==> config.mk <==
export PLATFORM = sky130hd
export DESIGN_NAME = prime_gap_tracker_unit_flat
export DESIGN_NICKNAME = d
export VERILOG_FILES = /design/src/design/pgt_pkg.sv /design/src/design/pgt_in_if.sv /design/src/design/pgt_out_if.sv /design/src/design/prime_gap_tracker_unit.sv /design/src/design/pgt_ctrl.sv /design/src/design/pgt_datapath.sv /design/src/flat_wrapper.sv
export VERILOG_INCLUDE_DIRS = /design/src /design/src/design
export SDC_FILE = /design/constraint.sdc
export NUM_CORES = 1
export LEC_CHECK = 0
export BUFFER_PORTS_ARGS = -buffer_cell sky130_fd_sc_hd__buf_2
export CORE_MARGIN = 2
export CORE_UTILIZATION = 29
export CTS_CLUSTER_SIZE = 30
export DETAILED_ROUTE_END_ITERATION = 10
export PLACE_DENSITY = 0.41
export SYNTH_ARGS = -nofsm -noshare
export SYNTH_HDL_FRONTEND = slang
export SYNTH_SLANG_ARGS = --single-unit
==> constraint.sdc <==
create_clock -name clk_i -period 5.53 [get_ports clk_i]
set_input_delay 0.8295 -clock clk_i [delete_from_list [all_inputs] [get_ports clk_i]]
set_output_delay 0.8295 -clock clk_i [all_outputs]
set_load 0.02 [all_outputs]
==> src/design/prime_gap_tracker_unit_defines.svh <==
// Assertion macros for the prime gap tracker.
// Included by pgt_ctrl, the module that carries concurrent checks; no other dependencies.
`ifndef PRIME_GAP_TRACKER_UNIT_DEFINES_SVH
`define PRIME_GAP_TRACKER_UNIT_DEFINES_SVH

`ifndef SYNTHESIS
`define PGT_ASSERT(lbl, clk, rstn, prop, msg) \
  lbl: assert property (@(posedge clk) disable iff (!rstn) prop) else $error(msg);
`define PGT_ASSERT_NORST(lbl, clk, prop, msg) \
  lbl: assert property (@(posedge clk) prop) else $error(msg);
`else
`define PGT_ASSERT(lbl, clk, rstn, prop, msg)
`define PGT_ASSERT_NORST(lbl, clk, prop, msg)
`endif

`endif

==> src/design/pgt_pkg.sv <==
// Shared constants and controller/datapath types for the prime gap tracker.
// No dependencies.
package pgt_pkg;

  localparam int unsigned FIELD_W         = 32;
  localparam int unsigned VALUE_WIDTH_DEF = 32;

  typedef struct packed {
    logic load;
    logic div_start;
    logic div_step;
    logic next_div;
    logic finish;
    logic prime;
  } pgt_cmd_t;

  typedef struct packed {
    logic small_val;
    logic sq_gt;
    logic div_last;
    logic rem_zero;
  } pgt_sts_t;

endpackage

==> src/design/pgt_in_if.sv <==
// Input channel: candidate word with valid/ready handshake.
// Depends on pgt_pkg for the field width.
interface pgt_in_if;
  logic                         valid;
  logic                         ready;
  logic [pgt_pkg::FIELD_W-1:0]  value;
  logic                         new_range;

  modport source (output valid, output value, output new_range, input ready);
  modport sink   (input valid, input value, input new_range, output ready);
endinterface

==> src/design/pgt_out_if.sv <==
// Result channel: primality flag and gap tracking word with valid/ready handshake.
// Depends on pgt_pkg for the field width.
interface pgt_out_if;
  logic                         valid;
  logic                         ready;
  logic                         prime_flag;
  logic [pgt_pkg::FIELD_W-1:0]  gap_from_previous;
  logic [pgt_pkg::FIELD_W-1:0]  largest_gap;
  logic [pgt_pkg::FIELD_W-1:0]  largest_gap_start;

  modport source (output valid, output prime_flag, output gap_from_previous,
                  output largest_gap, output largest_gap_start, input ready);
  modport sink   (input valid, input prime_flag, input gap_from_previous,
                  input largest_gap, input largest_gap_start, output ready);
endinterface

==> src/design/prime_gap_tracker_unit.sv <==
// Top level of the prime gap tracker: trial-division primality test with
// largest-gap tracking. Depends on pgt_pkg, pgt_in_if, pgt_out_if, pgt_ctrl, pgt_datapath.
//
//   channel  dir  handshake          word
//   in_i     in   valid/ready        value, new_range
//   out_o    out  valid/ready        prime_flag, gap_from_previous, largest_gap,
//                                    largest_gap_start
//
// Each trial divisor takes one bound check against the running divisor square,
// VALUE_WIDTH steps of the one-bit remainder unit and one test. A prime tries
// k = floor(sqrt(value))-1 divisors; a composite tries p-1, p its smallest factor.
// One item in work at a time; a word not yet taken holds the finish.
// Reset is asynchronous, active low, and clears tracking.
module prime_gap_tracker_unit #(
  parameter int unsigned VALUE_WIDTH = pgt_pkg::VALUE_WIDTH_DEF
) (
  input  logic        clk_i,
  input  logic        rst_ni,
  pgt_in_if.sink      in_i,
  pgt_out_if.source   out_o
);

  pgt_pkg::pgt_cmd_t cmd;
  pgt_pkg::pgt_sts_t sts;

  pgt_ctrl u_ctrl (
    .clk_i       (clk_i),
    .rst_ni      (rst_ni),
    .in_valid_i  (in_i.valid),
    .in_ready_o  (in_i.ready),
    .out_valid_o (out_o.valid),
    .out_ready_i (out_o.ready),
    .sts_i       (sts),
    .cmd_o       (cmd)
  );

  pgt_datapath #(
    .VALUE_WIDTH (VALUE_WIDTH)
  ) u_datapath (
    .clk_i               (clk_i),
    .rst_ni              (rst_ni),
    .value_i             (in_i.value),
    .new_range_i         (in_i.new_range),
    .cmd_i               (cmd),
    .sts_o               (sts),
    .prime_flag_o        (out_o.prime_flag),
    .gap_from_previous_o (out_o.gap_from_previous),
    .largest_gap_o       (out_o.largest_gap),
    .largest_gap_start_o (out_o.largest_gap_start)
  );

endmodule

==> src/design/pgt_ctrl.sv <==
// Sequencer for trial division: steps divisors, runs the bit-serial remainder,
// hands results to the output register. Depends on pgt_pkg and the defines header.
`include "prime_gap_tracker_unit_defines.svh"

module pgt_ctrl (
  input  logic              clk_i,
  input  logic              rst_ni,
  input  logic              in_valid_i,
  output logic              in_ready_o,
  output logic              out_valid_o,
  input  logic              out_ready_i,
  input  pgt_pkg::pgt_sts_t sts_i,
  output pgt_pkg::pgt_cmd_t cmd_o
);

  typedef enum logic [2:0] {
    ST_IDLE,
    ST_CHECK,
    ST_DIV,
    ST_TEST,
    ST_DONE
  } state_e;

  state_e state_q, state_d;
  logic   prime_q, prime_d;
  logic   out_valid_q, out_valid_d;
  logic   out_free;

  assign out_free    = !out_valid_q || out_ready_i;
  assign in_ready_o  = (state_q == ST_IDLE);
  assign out_valid_o = out_valid_q;

  always_comb begin
    cmd_o   = '0;
    state_d = state_q;
    prime_d = prime_q;
    case (state_q)
      ST_IDLE: begin
        if (in_valid_i) begin
          cmd_o.load = 1'b1;
          state_d    = ST_CHECK;
        end
      end
      ST_CHECK: begin
        if (sts_i.small_val) begin
          prime_d = 1'b0;
          state_d = ST_DONE;
        end else if (sts_i.sq_gt) begin
          prime_d = 1'b1;
          state_d = ST_DONE;
        end else begin
          cmd_o.div_start = 1'b1;
          state_d         = ST_DIV;
        end
      end
      ST_DIV: begin
        cmd_o.div_step = 1'b1;
        if (sts_i.div_last) state_d = ST_TEST;
      end
      ST_TEST: begin
        if (sts_i.rem_zero) begin
          prime_d = 1'b0;
          state_d = ST_DONE;
        end else begin
          cmd_o.next_div = 1'b1;
          state_d        = ST_CHECK;
        end
      end
      ST_DONE: begin
        cmd_o.prime = prime_q;
        if (out_free) begin
          cmd_o.finish = 1'b1;
          state_d      = ST_IDLE;
        end
      end
      default: state_d = ST_IDLE;
    endcase
  end

  always_comb begin
    out_valid_d = out_valid_q;
    if (cmd_o.finish) out_valid_d = 1'b1;
    else if (out_ready_i) out_valid_d = 1'b0;
  end

  always_ff @(posedge clk_i or negedge rst_ni) begin
    if (!rst_ni) begin
      state_q     <= ST_IDLE;
      prime_q     <= 1'b0;
      out_valid_q <= 1'b0;
    end else begin
      state_q     <= state_d;
      prime_q     <= prime_d;
      out_valid_q <= out_valid_d;
    end
  end

  `PGT_ASSERT(a_one_at_a_time, clk_i, rst_ni, (in_valid_i && in_ready_o) |=> !in_ready_o, "second word accepted while busy")
  `PGT_ASSERT(a_finish_free, clk_i, rst_ni, cmd_o.finish |-> (!out_valid_q || out_ready_i), "result overwrote a pending word")
  `PGT_ASSERT(a_valid_src, clk_i, rst_ni, $rose(out_valid_q) |-> $past(cmd_o.finish), "output valid without a finished item")
  `PGT_ASSERT(a_div_end, clk_i, rst_ni, (state_q == ST_DIV && sts_i.div_last) |=> (state_q == ST_TEST), "remainder pass did not end in test")

endmodule

==> src/design/pgt_datapath.sv <==
// Datapath: candidate, divisor and its square, bit-serial remainder unit,
// gap tracking state and output register. Depends on pgt_pkg.
module pgt_datapath #(
  parameter int unsigned VALUE_WIDTH = pgt_pkg::VALUE_WIDTH_DEF
) (
  input  logic                         clk_i,
  input  logic                         rst_ni,
  input  logic [pgt_pkg::FIELD_W-1:0]  value_i,
  input  logic                         new_range_i,
  input  pgt_pkg::pgt_cmd_t            cmd_i,
  output pgt_pkg::pgt_sts_t            sts_o,
  output logic                         prime_flag_o,
  output logic [pgt_pkg::FIELD_W-1:0]  gap_from_previous_o,
  output logic [pgt_pkg::FIELD_W-1:0]  largest_gap_o,
  output logic [pgt_pkg::FIELD_W-1:0]  largest_gap_start_o
);

  localparam int unsigned W     = VALUE_WIDTH;
  localparam int unsigned FW    = pgt_pkg::FIELD_W;
  localparam int unsigned CNT_W = $clog2(W);
  localparam int unsigned SQ_W  = W + 2;

  logic [W-1:0]     v_q, d_q, r_q, shv_q;
  logic [SQ_W-1:0]  sq_q;
  logic [CNT_W-1:0] cnt_q;

  logic [W-1:0]     last_q, best_q, start_q;
  logic             have_q;

  logic             out_prime_q;
  logic [FW-1:0]    out_gap_q, out_best_q, out_start_q;

  logic [W:0]       trial;
  logic [W:0]       trial_sub;
  logic [W-1:0]     rem_next;
  logic [W-1:0]     gap;
  logic [W-1:0]     best_d, start_d;

  // one restoring-division bit per step
  assign trial     = {r_q, shv_q[W-1]};
  assign trial_sub = trial - {1'b0, d_q};
  assign rem_next  = trial_sub[W] ? trial[W-1:0] : trial_sub[W-1:0];

  assign sts_o.small_val = (v_q <= W'(1));
  assign sts_o.sq_gt     = (sq_q > {2'b00, v_q});
  assign sts_o.div_last  = (cnt_q == '0);
  assign sts_o.rem_zero  = (r_q == '0);

  always_ff @(posedge clk_i) begin
    if (cmd_i.load) begin
      v_q  <= W'(value_i);
      d_q  <= W'(2);
      sq_q <= SQ_W'(4);
    end else if (cmd_i.next_div) begin
      d_q  <= d_q + W'(1);
      sq_q <= sq_q + {1'b0, d_q, 1'b1};
    end
    if (cmd_i.div_start) begin
      r_q   <= '0;
      shv_q <= v_q;
      cnt_q <= CNT_W'(W - 1);
    end else if (cmd_i.div_step) begin
      r_q   <= rem_next;
      shv_q <= {shv_q[W-2:0], 1'b0};
      cnt_q <= cnt_q - CNT_W'(1);
    end
  end

  always_comb begin
    gap     = '0;
    best_d  = best_q;
    start_d = start_q;
    if (cmd_i.prime && have_q) begin
      if (v_q > last_q) begin
        gap = v_q - last_q;
        if (gap > best_q) begin
          best_d  = gap;
          start_d = last_q;
        end
      end else begin
        best_d  = '0;
        start_d = '0;
      end
    end
  end

  always_ff @(posedge clk_i or negedge rst_ni) begin
    if (!rst_ni) begin
      last_q  <= '0;
      have_q  <= 1'b0;
      best_q  <= '0;
      start_q <= '0;
    end else if (cmd_i.load && new_range_i) begin
      last_q  <= '0;
      have_q  <= 1'b0;
      best_q  <= '0;
      start_q <= '0;
    end else if (cmd_i.finish && cmd_i.prime) begin
      last_q  <= v_q;
      have_q  <= 1'b1;
      best_q  <= best_d;
      start_q <= start_d;
    end
  end

  always_ff @(posedge clk_i) begin
    if (cmd_i.finish) begin
      out_prime_q <= cmd_i.prime;
      out_gap_q   <= FW'(gap);
      out_best_q  <= FW'(best_d);
      out_start_q <= FW'(start_d);
    end
  end

  assign prime_flag_o        = out_prime_q;
  assign gap_from_previous_o = out_gap_q;
  assign largest_gap_o       = out_best_q;
  assign largest_gap_start_o = out_start_q;

endmodule
==> src/flat_wrapper.sv <==
// flat-port wrapper written by rule: the top's interface ports become plain ports
module prime_gap_tracker_unit_flat 
#(
  parameter int unsigned VALUE_WIDTH = pgt_pkg::VALUE_WIDTH_DEF
)
  (clk_i, rst_ni, in_i_valid, in_i_value, in_i_new_range, in_i_ready, out_o_valid, out_o_prime_flag, out_o_gap_from_previous, out_o_largest_gap, out_o_largest_gap_start, out_o_ready);
  pgt_in_if in_i_i ();
  pgt_out_if out_o_i ();
  input  logic clk_i;
  input  logic rst_ni;
  input wire logic [$bits(in_i_i.valid)-1:0] in_i_valid;
  input wire logic [$bits(in_i_i.value)-1:0] in_i_value;
  input wire logic [$bits(in_i_i.new_range)-1:0] in_i_new_range;
  output wire logic [$bits(in_i_i.ready)-1:0] in_i_ready;
  output wire logic [$bits(out_o_i.valid)-1:0] out_o_valid;
  output wire logic [$bits(out_o_i.prime_flag)-1:0] out_o_prime_flag;
  output wire logic [$bits(out_o_i.gap_from_previous)-1:0] out_o_gap_from_previous;
  output wire logic [$bits(out_o_i.largest_gap)-1:0] out_o_largest_gap;
  output wire logic [$bits(out_o_i.largest_gap_start)-1:0] out_o_largest_gap_start;
  input wire logic [$bits(out_o_i.ready)-1:0] out_o_ready;
  assign in_i_i.valid = in_i_valid;
  assign in_i_i.value = in_i_value;
  assign in_i_i.new_range = in_i_new_range;
  assign in_i_ready = in_i_i.ready;
  assign out_o_valid = out_o_i.valid;
  assign out_o_prime_flag = out_o_i.prime_flag;
  assign out_o_gap_from_previous = out_o_i.gap_from_previous;
  assign out_o_largest_gap = out_o_i.largest_gap;
  assign out_o_largest_gap_start = out_o_i.largest_gap_start;
  assign out_o_i.ready = out_o_ready;
  prime_gap_tracker_unit #(.VALUE_WIDTH(VALUE_WIDTH)) u_core (.clk_i(clk_i), .rst_ni(rst_ni), .in_i(in_i_i), .out_o(out_o_i));
endmodule
# Word-level counts from Yosys, hierarchy flattened
# Cells that the tools add are included.
[op_classes] add_sub_neg=5 muxes=40 magnitude_cmp=4 n_eq_ne=9 n_reduce_logical=15
[ops] op="$mux 32" count=15
[ops] op="$gt 32x32->1" count=2
[ops] op="$add 34x33->34" count=1
[ops] op="$gt 34x32->1" count=1
[ops] op="$sub 33x32->33" count=1
[ops] op="$add 32x1->32 const B" count=1
[ops] op="$le 32x1->1 const B" count=1
[ops] op="$logic_not 32->1" count=1
[ops] op="$sub 32x32->32" count=1
[ops] op="$mux 3" count=6
[ops] op="$mux 1" count=16
[ops] op="$pmux 3 s5" count=1
[ops] op="$reduce_bool 2->1" count=4
[ops] op="$eq 3x2->1 const B" count=2
[ops] op="$reduce_and 3->1" count=2
[ops] op="$logic_not 5->1" count=1
[ops] op="$sub 5x1->5 const B" count=1
[ops] op="$ne 2x1->1 const B" count=2
[ops] op="$ne 2x2->1 const B" count=2
[ops] op="$eq 3x1->1 const B" count=1
[ops] op="$eq 3x3->1 const B" count=1
[ops] op="$logic_and 1x1->1" count=3
[ops] op="$logic_not 3->1" count=1
[ops] op="$ne 3x1->1 const B" count=1
[ops] op="5 further kinds" count=5
[totals] out_inout_bits=99 regBits=366 in_bits=37 wordCells=90

# Logic depth before layout (Yosys ltp)
[depth] depth_word=8 ltp_mapped=24 depth_no_buf=22

# Hierarchy
# A second synthesis with hierarchy kept.
[hier_totals] cells_unflattened=2139 area_unflattened_um2=21055.2
[by_module_without_submodules] module="pgt_datapath" seq_area_each_um2=9323.9 cells_per_inst=2106 n_inst=1 area_per_inst_um2=20756.2
[by_module_without_submodules] module="pgt_ctrl" seq_area_each_um2=125.1 cells_per_inst=33 n_inst=1 area_per_inst_um2=299.0

# Least setup slack after synthesis
# OpenSTA, ideal clock, no wires.
[synth_path] path_kind="register to register" startpoint="reg u_core.u_datapath.v_q[0]" endpoint="reg u_core.u_datapath.out_best_q[16], in the netlist u_core.u_datapath.largest_gap_o[16] (data pin)" period_less_slack_ns=4.493 required_time_ns=5.274 path_stages_with_launch=22 arrival_time_ns=4.237 setup_time_ns=0.256 setup_slack_ns=1.037 path_buffers=2 path_cell_list="edfxtp_1 inv_1 ha_1 inv_1 fa_1 a21oi_1 o211ai_1 a31o_2 a21oi_1 o311ai_0 a21o_1 a21oi_1 xnor2_1 ha_1 nand4_1 nor4_1 o31a_1 o21ai_1 a21o_1 buf_2 buf_2 a22o_1"
[synth_via] elab_chain_cells=5 word_cells_on_any_way=6 classes_between="add/sub (1); order compare (2); mux (3)"
[synth_rtl] element="start: declaration" line_no="pgt_datapath.sv:23" text="logic [W-1:0] v_q, d_q, r_q, shv_q;"
[synth_rtl] element="start signal: assignment" line_no="pgt_datapath.sv:51" text="v_q <= W'(value_i);"
[synth_rtl] element="$sub 32x32->32" line_no="pgt_datapath.sv:75" text="gap = v_q - last_q;"
[synth_rtl] element="$gt 32x32->1" line_no="pgt_datapath.sv:76" text="if (gap > best_q) begin"
[synth_rtl] element="$mux 32" line_no="pgt_datapath.sv:76"
[synth_rtl] element="$mux 32 *" line_no="pgt_datapath.sv:74" text="if (v_q > last_q) begin"
[synth_rtl] element="$mux 32 *" line_no="pgt_datapath.sv:73" text="if (cmd_i.prime && have_q) begin"
[synth_rtl] element="net u_core.u_datapath.best_d[16]" line_no="pgt_datapath.sv:37" text="logic [W-1:0] best_d, start_d;"
[synth_rtl] element="end signal: assignment" line_no="pgt_datapath.sv:110" text="out_best_q <= FW'(best_d);"
[synth_rtl] element="end: declaration" line_no="pgt_datapath.sv:31" text="logic [FW-1:0] out_gap_q, out_best_q, out_start_q;"
# Mark *: on every way through the listed nets, which the timed path passes. The rest lies on a longest branch.
# A chain may end at the register's enable or synchronous reset.

# Final worst setup path
[layout_path] startpoint="reg u_core.u_datapath.v_q[0]" endpoint="reg u_core.u_datapath.start_q[18]"
[layout_via] elab_chain_cells=7 word_cells_on_any_way=8 classes_between="add/sub (1); order compare (2); mux (5)"
[layout_rtl] element="$sub 32x32->32" line_no="pgt_datapath.sv:75"
[layout_rtl] element="$gt 32x32->1" line_no="pgt_datapath.sv:76"
[layout_rtl] element="$mux 32" line_no="pgt_datapath.sv:76"
[layout_rtl] element="$mux 32 *" line_no="pgt_datapath.sv:74"
[layout_rtl] element="$mux 32 *" line_no="pgt_datapath.sv:73"
[layout_rtl] element="$mux 32 *" line_no="pgt_datapath.sv:98" text="end else if (cmd_i.finish && cmd_i.prime) begin"
[layout_rtl] element="$mux 32 *" line_no="pgt_datapath.sv:93" text="end else if (cmd_i.load && new_range_i) begin"
[layout_rtl] element="end signal: assignment" line_no="pgt_datapath.sv:102" text="start_q <= start_d;"
[layout_rtl] element="end: declaration" line_no="pgt_datapath.sv:27" text="logic [W-1:0] last_q, best_q, start_q;"
# Every way passes the cells marked *; elsewhere a longest branch is shown, timed or not. The select of a mux whose other input is x is not followed.

==> qor.csv <==
stage,metric,value,unit
status,run status,"finished, final reports clean",
timing,Max Fclk,0.196,GHz
critical_path,cell family with most CP delay,compound AO/OA/AOI/OAI gates,
cts,clock root cell,clkbuf_16,
logic_synthesis,Post-Syn Instances,2191,
timing,setup_tns,0,ns
pwr,power per cell area,575,nW/um^2
run,max-cap violation count,0,
floorplanning,die area,74400,sq um
logic_synthesis,cell area after synthesis,20900,sq um
logic_synthesis,Synth area leaders,"edfxtp_1 (23%), dfrtp_1 (12%), dfxtp_1 (9.8%)",
critical_path,Crit Reg-Reg Startpoint,u_core.u_datapath.v_q[0]$_DFFE_PP_,
critical_path,Worst R2R End,u_core.u_datapath.start_q[18]$_DFFE_PN0P_,
finish,share of post-route cells with drive strength above 1,12.1,%
finish,n_diodes,0,
logic_synthesis,"FFs w/ async S/R, synth",27.9,%
timing,fin crit share,92.4,%
global_routing,gr usage total,16.2,%
placed_design,final RePlAce weighted congestion,0.872,
global_routing,pin count of the biggest net entering global routing,69,
cts,CTS tree,built,
cts,post-CTS sizing,0,
critical_path,Worst Path Max Fanout,31,
finish,area grow syn2layout,15.8,%
pwr,Net Switching,6120,uW
routing,routed vias,16400,
global_routing,Congestion Overflow GR,0,
critical_path,slowest CP cell,edfxtp_1,
pwr,worst vdd ir,0.000284,V
critical_path,critical path endpoint category,register,
logic_synthesis,Synth top area share,23.1,%
timing,RSZ-0062 raised after global routing,no,
pwr,Pwr Total,13900,uW
critical_path,CP max stage delay,0.39,ns
routing,drt via density,4.94,
finish,utilization after layout,33.9,%
cts,CTS Buf Count,46,
floorplanning,number of cell rows,98,
pwr,Clk pwr share,21.1,%
logic_synthesis,"EDFF count, synth",161,
critical_path,Crit path buffers/inverters,4,
global_routing,first-pass GRT wire length,95300,um
pwr,sequential power share,29.0,%
critical_path,WP data arrival,5.59,ns
placed_design,number of port buffers,135,
timing,Final Hold Slack,0.345,ns
logic_synthesis,Yosys reg bits,366,
critical_path,crit start category,register,
cts,"Clk Latency, worst-skew pair",0.61,ns
pwr,Leak,0.0100,uW
floorplanning,die height,273,um
critical_path,r2r setup slk,0.42,ns
routing,drt drc,0,
routing,Wirelength per Cell,18.2,um
logic_synthesis,Yosys warnings,0,
logic_synthesis,Synth Area per Inst,9.56,sq um
routing,DRT antenna net count,0,
pwr,Int Power,7830,uW
logic_synthesis,syn_nets,2393,
finish,nets,2531,
floorplanning,core area,71500,sq um
logic_synthesis,"Seq/Total Area, Yosys",45.1,%
finish,Final Instance Count excl. Fillers,3317,
critical_path,"Req. time, crit path",6.01,ns
cts,Post-CTS Setup Bufs,0,
logic_synthesis,leading area contributor after synthesis,edfxtp_1,
timing,Final setup viols,0,
cts,CTS sink cnt,366,
logic_synthesis,prevailing post-synth register cell,edfxtp_1,
floorplanning,Horiz. Die Dim,273,um
timing,clock skew,0.0502,ns
critical_path,CP Class,register to register,
critical_path,FF-to-FF path depth,22,
floorplanning,Initial Utilization,29.3,%
critical_path,CP Cell Sequence,inv_1 > ha_1 > inv_1 > fa_1 > a21oi_1 > o211ai_1 > a31o_2 > nand2_1 > a21boi_0 > o31a_1 > a41oi_1 > xnor2_1 > ha_1 > nand4_1 > nor4_1 > buf_4 > o31a_1 > o21ai_1 > a21o_2 > a21o_2 > buf_12 > a22o_1,
cts,"Reg clk slew, reported paths",0.06,ns
floorplanning,Ports,136,
global_routing,initial antenna violation count,0,
cts,htree depth,2,
pwr,switch share,43.9,%
timing,worst rel slew slack,33.2,%
timing,clock period minus worst slack,5.11,ns
timing,Slew Limit Fails,0,
logic_synthesis,post-synth cell types,87,
placed_design,dpl hpwl,45200,um
timing,actual slew at the worst max-slew pin,1.00,ns
routing,drt total wl,60400,um
min_path,Hold WC Path Type,input pin to asynchronous set/reset pin,
cts,Post-CTS Hold Buffers,0,
pwr,logic gate share of total power,49.9,%
timing,final hold viol count,0,
routing,drt pass-1 iters,5,
cts,clk buf depth,3,
placed_design,placed cells,3231,
routing,Iter 0 DRT Violations,905,
critical_path,critical path depth in cells,22,
global_routing,vias in the first global route,16600,
cells in the final DEF, fill, tap and decap left out, types with 63 or more instances in the layout:
master / instances
nor2_1: 118
o21ai_0: 155
dfrtp_1: 102
a22o_1: 90
inv_1: 163
edfxtp_1: 161
a21oi_1: 138
dfxtp_1: 103
nand2_1: 257
ha_1: 162
nand3_1: 63
buf_2: 134
xnor2_1: 73
routing by layer:
layer	global-route usage, %	vias up	share of wire, %
li1	-	8200	-
met1	21.1	7830	46
met2	27.9	293	48
met3	2.06	78	3.4
met4	4.87	0	2.4
met5	0	-	0
cells in the mapped netlist (4+ instances only):
| library cell | instances |
|---|---|
| and3_1 | 17 |
| and2_1 | 39 |
| nor3_2 | 4 |
| nand4_1 | 30 |
| xnor2_1 | 74 |
| xor2_1 | 25 |
| nor2b_1 | 19 |
| o211ai_1 | 18 |
| buf_6 | 10 |
| a31oi_1 | 14 |
| buf_2 | 24 |
| mux2i_1 | 16 |
| o31a_1 | 8 |
| buf_4 | 4 |
| edfxtp_1 | 161 |
| a21oi_1 | 140 |
| nand3_1 | 63 |
| o21ai_2 | 4 |
| clkbuf_1 | 37 |
| or3_1 | 10 |
| a2111oi_0 | 4 |
| nor3_1 | 38 |
| ha_1 | 162 |
| o31ai_1 | 8 |
| nor2_1 | 120 |
| buf_1 | 5 |
| dfrtp_1 | 102 |
| o21ai_1 | 35 |
| a21o_1 | 46 |
| o2bb2ai_1 | 5 |
| o21bai_1 | 12 |
| a21boi_0 | 5 |
| nor4_1 | 23 |
| or2_2 | 6 |
| dfxtp_1 | 103 |
| o211a_1 | 6 |
| a22o_1 | 90 |
| nand2_1 | 257 |
| a211oi_1 | 17 |
| inv_1 | 164 |
| and4_1 | 4 |
| o21a_1 | 19 |
| nand2b_1 | 17 |
| o21ai_0 | 155 |
cell type report:
cell class / count / area, sq um
Clock buffer: 60 / 1210
Clock inverter: 26 / 248
Fill cell: 7383 / 47200
Inverter: 165 / 621
Multi-Input combinational cell: 1579 / 10500
Sequential cell: 366 / 9450
Tap cell: 950 / 1190
Timing Repair Buffer: 171 / 1010
through the flow:
step           area, sq um  worst slack (ns)
4_1_cts              24200             0.118
5_1_grt              24200           0.00190
6_report             24200             0.421
3_5_place_dp         22700             0.127
2_1_floorplan        20900              1.04
3_3_place_gp         22700             0.242
flip-flops by register name (all words and copies together), names as in the netlist:
| signal | count |
|---|---|
| u_core.u_datapath.v_q | 32 |
| u_core.u_datapath.shv_q | 32 |
| u_core.u_ctrl.state_q | 3 |
| u_core.u_datapath.largest_gap_start_o | 32 |
| u_core.u_ctrl.out_valid_o | 1 |
| u_core.u_datapath.start_q | 32 |
| u_core.u_datapath.best_q | 32 |
| u_core.u_datapath.largest_gap_o | 32 |
| u_core.u_ctrl.prime_q | 1 |
| u_core.u_datapath.sq_q | 34 |
| u_core.u_datapath.r_q | 32 |
| u_core.u_datapath.cnt_q | 5 |
| u_core.u_datapath.d_q | 32 |
| u_core.u_datapath.have_q | 1 |
| u_core.u_datapath.last_q | 32 |
| u_core.u_datapath.prime_flag_o | 1 |
| u_core.u_datapath.gap_from_previous_o | 32 |
worst max-delay path by stage:
| stage | endpoint | startpoint | slack (ns) |
|---|---|---|---|
| after floorplan | u_core.u_datapath.largest_gap_o[16]$_DFFE_PP_ | u_core.u_datapath.v_q[0]$_DFFE_PP_ | 1.04 |
| after global placement | u_core.u_datapath.largest_gap_start_o[22]$_DFFE_PP_ | u_core.u_datapath.v_q[0]$_DFFE_PP_ | 0.24 |
| after detailed placement | u_core.u_datapath.largest_gap_o[30]$_DFFE_PP_ | u_core.u_datapath.v_q[0]$_DFFE_PP_ | 0.13 |
| after CTS | u_core.u_datapath.largest_gap_o[25]$_DFFE_PP_ | u_core.u_datapath.v_q[0]$_DFFE_PP_ | 0.12 |
| after global routing | u_core.u_datapath.largest_gap_start_o[19]$_DFFE_PP_ | u_core.u_datapath.v_q[0]$_DFFE_PP_ | 0.002 |
| final | u_core.u_datapath.start_q[18]$_DFFE_PN0P_ | u_core.u_datapath.v_q[0]$_DFFE_PP_ | 0.42 |
power by group through the flow:
stage / logic [uW] / clock network, uW / registers, uW
4_1_cts: 7020 / 3050 / 4060
5_1_grt: 7900 / 3150 / 4130
2_1_floorplan: 5010 / 0 / 4070
3_3_place_gp: 7000 / 0 / 4100
3_5_place_dp: 6990 / 0 / 4110
6_report: 6960 / 2940 / 4050
worst register-to-register path, stage by stage, from the launching register on:
cell      delay, ns
edfxtp_1       0.39
inv_1          0.14
ha_1           0.19
inv_1          0.05
fa_1           0.39
a21oi_1        0.22
o211ai_1       0.14
a31o_2         0.31
nand2_1        0.15
a21boi_0       0.15
o31a_1         0.33
a41oi_1        0.26
xnor2_1        0.16
ha_1           0.33
nand4_1        0.10
nor4_1         0.29
buf_4          0.18
o31a_1         0.12
o21ai_1        0.13
a21o_2         0.25
a21o_2         0.23
buf_12         0.18
a22o_1         0.26
cell families (layout without fill, tap and decap cells):
| group | Yosys count | count (layout) | synth area share, % |
|---|---|---|---|
| and+or+nand+nor | 665 | 665 | 15.1 |
| AOI/OAI and AO/OA | 633 | 633 | 19.9 |
| DFF | 366 | 366 | 45.1 |
| buffers and inverters | 246 | 422 | 4.99 |
| adders and majority gates | 165 | 165 | 9.97 |
| xor gates and xnor gates | 99 | 99 | 4.14 |
| muxes | 17 | 17 | 0.819 |
Note: power is estimated with default switching activity, not from simulation.
